--- src/hw/rtl/hrst_pkg.sv ---
// ----------------------------------------------------------------------------
// hrst_pkg
// Types and constants shared by the successor table cells, top level and
// checker.
// ----------------------------------------------------------------------------
package hrst_pkg;

    localparam int HRST_CAPACITY = 64;
    localparam int KEY_W         = 32;
    localparam int HANDLE_W      = 32;
    localparam int COUNT_W       = 7;

    localparam logic [KEY_W-1:0] SIGN_BIAS = {1'b1, {(KEY_W-1){1'b0}}};

    typedef enum logic [1:0] {
        OP_INSERT = 2'd0,
        OP_DELETE = 2'd1,
        OP_SEARCH = 2'd2,
        OP_LOOKUP = 2'd3
    } t_op;

    typedef enum logic [1:0] {
        ST_OK   = 2'd0,
        ST_MISS = 2'd1,
        ST_FULL = 2'd2
    } t_status;

    typedef struct packed {
        logic [1:0]              operation;
        logic signed [KEY_W-1:0] key;
        logic [HANDLE_W-1:0]     handle;
    } t_req;

    typedef struct packed {
        logic [1:0]          status;
        logic [HANDLE_W-1:0] found_handle;
        logic [COUNT_W-1:0]  entry_count;
        logic                is_empty;
    } t_rsp;

    typedef struct packed {
        logic                valid;
        logic [KEY_W-1:0]    key;
        logic [HANDLE_W-1:0] handle;
    } t_entry;

    typedef struct packed {
        logic                ins_go;
        logic                del_go;
        logic [KEY_W-1:0]    key;
        logic [HANDLE_W-1:0] handle;
    } t_cell_cmd;

    typedef struct packed {
        logic gt;
        logic eq;
    } t_cell_flags;

endpackage

--- src/hw/rtl/hrst_cell.sv ---
// ----------------------------------------------------------------------------
// hrst_cell
// Sorted-chain slot: holds a key and handle, compares against the broadcast
// probe, and takes its left neighbour or the probe on insert, right on delete.
// ----------------------------------------------------------------------------
module hrst_cell
    import hrst_pkg::*;
(
    input  logic        i_clk,
    input  logic        i_rst_n,
    input  t_cell_cmd   i_cmd,
    input  t_entry      i_left,
    input  logic        i_left_gt,
    input  t_entry      i_right,
    output t_entry      o_entry,
    output t_cell_flags o_flags
);

    logic                r_valid;
    logic [KEY_W-1:0]    r_key;
    logic [HANDLE_W-1:0] r_handle;
    logic                n_valid;
    logic [KEY_W-1:0]    n_key;
    logic [HANDLE_W-1:0] n_handle;
    logic                gt;
    logic                eq;

    always_comb begin
        gt = r_valid && (r_key > i_cmd.key);
        eq = r_valid && (r_key == i_cmd.key);
    end

    always_comb begin
        n_valid  = r_valid;
        n_key    = r_key;
        n_handle = r_handle;
        if (i_cmd.ins_go) begin
            if (i_left_gt) begin
                n_valid  = i_left.valid;
                n_key    = i_left.key;
                n_handle = i_left.handle;
            end else if (gt || (!r_valid && i_left.valid)) begin
                n_valid  = 1'b1;
                n_key    = i_cmd.key;
                n_handle = i_cmd.handle;
            end
        end else if (i_cmd.del_go && (gt || eq)) begin
            n_valid  = i_right.valid;
            n_key    = i_right.key;
            n_handle = i_right.handle;
        end
    end

    always_ff @(posedge i_clk) begin
        if (!i_rst_n) begin
            r_valid <= 1'b0;
        end else begin
            r_valid <= n_valid;
        end
    end

    always_ff @(posedge i_clk) begin
        r_key    <= n_key;
        r_handle <= n_handle;
    end

    assign o_entry = '{valid: r_valid, key: r_key, handle: r_handle};
    assign o_flags = '{gt: gt, eq: eq};

endmodule

--- config.mk ---
export PLATFORM = sky130hd
export DESIGN_NAME = hrst_cell
export DESIGN_NICKNAME = d
export VERILOG_FILES = /design/src/hw/rtl/hrst_pkg.sv /design/src/hw/rtl/hrst_cell.sv
export SDC_FILE = /design/constraint.sdc
export NUM_CORES = 1
export LEC_CHECK = 0
export BUFFER_PORTS_ARGS = -buffer_cell sky130_fd_sc_hd__buf_2
export CAP_MARGIN = 20
export CORE_ASPECT_RATIO = 1.1
export CORE_MARGIN = 5
export CORE_UTILIZATION = 40
export CTS_BUF_LIST = sky130_fd_sc_hd__clkbuf_8
export CTS_CLUSTER_DIAMETER = 100
export DETAILED_ROUTE_END_ITERATION = 8
export PLACE_DENSITY = 0.76
export SLEW_MARGIN = 20
export SYNTH_ARGS = -nofsm -noshare
export SYNTH_HDL_FRONTEND = slang
export SYNTH_SLANG_ARGS = --single-unit
--- constraint.sdc ---
create_clock -name i_clk -period 5.2 [get_ports i_clk]
set_clock_uncertainty 0.2 [all_clocks]
set_input_delay 1.56 -clock i_clk [delete_from_list [all_inputs] [get_ports i_clk]]
set_output_delay 1.56 -clock i_clk [all_outputs]
set_load 0.02 [all_outputs]
==> key figures <==
Outcome
  – Status: completed

Logic synthesis
  – Area of the mapped netlist: roughly 4200 µm²
  – Synth cell count leaders: a21oi_1, nor2_1, edfxtp_1, mux2i_1, inv_1
  – Synth cell types: 32
  – Mapped Cells: ~420
  – Net count after synthesis: 650
  – Synth Flop Type: edfxtp_1
  – Top cells by area, synth: edfxtp_1, mux2i_1, a21oi_1
  – Syn Area/Cell: 10.0 µm²
  – Share of the synthesized area in the top cell type: between 40 and 50%
  – Number of synthesized flops with an enable pin: 64
  – Synthesized flop and latch total: between 60 and 70
  – FFs w/ async S/R, synth: 0%
  – Sequential area share after synthesis: 46.1%
  – Synth area leader: edfxtp_1
  – Count leader, synth: a21oi_1
  – Count of yosys warnings during synthesis: 0

Finish
  – # nets final: approximately 910
  – Layout cells sized above 1: 42.4%
  – Area added between synthesis and finish: 37.9%
  – Utilization after layout: between 50% and 60%
  – Inserted Diodes: 0

Clock tree
  – Clk pin slew, worst setup/hold paths: ~0.070 ns
  – Post-CTS Setup Bufs: 0
  – CTS tree: built
  – Worst-skew pair later-pin latency: approximately 0.33 ns
  – Post-CTS sizing: 0
  – CTS Sinks: between 60 and 70
  – H-Tree Depth: 3
  – Bufs on Longest Clock Path: 2
  – Hold Buf Count CTS: 0
  – TritonCTS Buffers: 9
  – Clk root buf: clkbuf_8

Timing
  – Final period util: between 90% and 100%
  – Final WS setup: 0.232 ns
  – Endpoints failing setup: 0
  – Worst Max-Slew Pin Slew: 0.991 ns
  – Slew Limit Headroom: around a third
  – Hold Vio Cnt, Final: 0
  – RSZ-0062 raised after global routing: no
  – Fmax: 201 MHz
  – Post-Route Setup TNS: 0 ns
  – Pins Over Slew Limit: 0
  – Fin crit period: around 5.0 ns

Place
  – Hpwl dp: just under 10,000 µm
  – GPL Wtd Cong: between 0.8 and 0.9
  – I/O Buffers: 265
  – Dpl ws: approximately 0.14 ns

Worst setup path
  – Worst reg2reg setup slack: 2.44 ns
  – CP max FO: 3
  – Data required, critical path: ~3.4 ns
  – Crit-path slowest cell: a221o_1
  – Critical path data arrival time: about 3.2 ns
  – Worst reg-to-reg path cell count: 8
  – Max incr delay on CP: around 0.35 ns
  – CP Cell Sequence: buf_2 -> inv_1 -> ha_1 -> a21oi_1 -> nand2_1 -> a221o_1 -> a211oi_2 -> a21oi_1 -> buf_2
  – R2r startpoint: r_key[30]
  – Worst r2r dst: r_handle[11]
  – Worst Setup End Kind: output port
  – CP Class: primary input to output port
  – CP Launch Type: primary input

Hold path
  – Worst Hold End: r_valid
  – Worst hold path depth: 3
  – Hold Crit Class: flip-flop to flip-flop
  – Hold path start: r_valid

Global routing
  – First-pass GRT wire length: 19,500 µm
  – Gr usage total: a little under a fifth
  – Antenna violations before repair: 0
  – Vias in the first global route: 4,153
  – Pin count of the biggest net entering global routing: 110
  – Global route total overflow: 0

Die
  – Initial core utilization: approximately two fifths
  – Io pins: between 200 and 300
  – Die Wd: between 100 and 150 µm
  – Core Rows: 39
  – Core Region: about 10,000 µm²
  – Total die area: ~13,000 µm²
  – Die Y: ~120 µm

Drt
  – Final WL: 12,300 µm
  – Routed len/inst: about 15 µm
  – Detailed-route via count: about 4,000
  – Drt first pass iters: 4
  – Drt drc: 0
  – ANT nets after route: 0
  – Drt initial violations: 157
  – Vias per cell: 4.88

Power
  – Pint: 0.000998 W
  – Sequential share of power: a little under half
  – Comb power frac: between 20% and 30%
  – PwrDens: roughly 250 nW/µm²
  – Sw Ratio: about a third
  – Clock share of power: a little under a quarter
  – Peak supply drop: about 0.13 mV
  – Switching power: 0.000469 W
  – Leak: approximately 2.9 nW

Job
  – Max-cap violations: 0
flip-flops by register name, summed over array words and instances (netlist names):
signal	cells
r_handle	32
r_key	32
r_valid	1
stage by stage:
step	power [W]	area, µm²	hold slack (ns)	instances
after global routing	0.00156	5810	0.614	822
after floorplan	0.000950	4210	0.421	419
final	0.00147	5810	0.506	822
after global placement	0.00112	5650	0.471	805
after detailed placement	0.00113	5650	0.485	805
after CTS	0.00149	5800	0.503	821
layout by cell type, fill, tap and decap left out, drive strengths merged:
master and instances:
edfxtp 64, clkinv 5, a221oi 1, nand3 4, o21ai 8, nor3b 1, clkbuf 9, a211oi 1
buf 270, nor4 2, a221o 2, o22a 1, nor2 66, a21boi 1, o211ai 2, nand4 8
dfxtp 1, nand2 11, o21a 1, mux2i 64, nor2b 2, a21oi 80, ha 32, a22oi 1
nor3 2, inv 38, a21o 2
cells by family after synthesis:
kind of cell / after synthesis / share of synthesized area [%]
and+or+nand+nor: 96 / 10.2
adders and majority gates: 32 / 9.51
muxes: 64 / 15.2
DFF: 65 / 46.1
AOI/OAI and AO/OA: 100 / 12.9
buffers and inverters: 62 / 6.03
worst max path at each step:
stage          slack, ns      start           to
2_1_floorplan       0.35  i_cmd[62]  r_handle[0]
3_3_place_gp        0.18  i_cmd[51]   o_flags[1]
3_5_place_dp        0.14  i_cmd[59]   o_flags[1]
4_1_cts             0.13  i_cmd[62]   o_flags[1]
5_1_grt             0.10  i_cmd[62]   o_flags[1]
6_report            0.23  i_cmd[62]   o_flags[1]
power by group through the flow:
stage                     Combinational, W  Sequential (W)  Clock [W]
final                             0.000439        0.000679   0.000349
after global routing              0.000484        0.000685   0.000391
after CTS                         0.000443        0.000679   0.000367
after detailed placement          0.000441        0.000690          0
after global placement            0.000429        0.000687          0
after floorplan                   0.000188        0.000762          0
final cells by class:
type                    instances  area, µm²
clock buffers                   9        124
clock inverters                 7       30.0
fillers                       934       4540
inverters                      36        135
multi-input cells             292       2020
flip-flops and latches         65       1940
well taps                     143        179
repair buffers                270       1380
worst max-delay path, delay by kind of cell:
kind / cells / cell delay, ns
adders and majority gates: 1 / 0.33
AOI/OAI and AO/OA: 4 / 0.93
and+or+nand+nor: 1 / 0.07
buffers and inverters: 3 / 0.32
routing by layer:
metal  part of all wire [%]  global-route usage (%)  vias to the layer above  wire [µm]
met5                      0                       0                        -          0
met4                    2.2                    6.79                        0        265
met3                    8.2                    5.38                       23       1020
met2                     52                    34.3                      168       6370
met1                     38                    21.1                     1798       4670
li1                       -                       -                     2026          -
(Power assumes the default switching activity.)
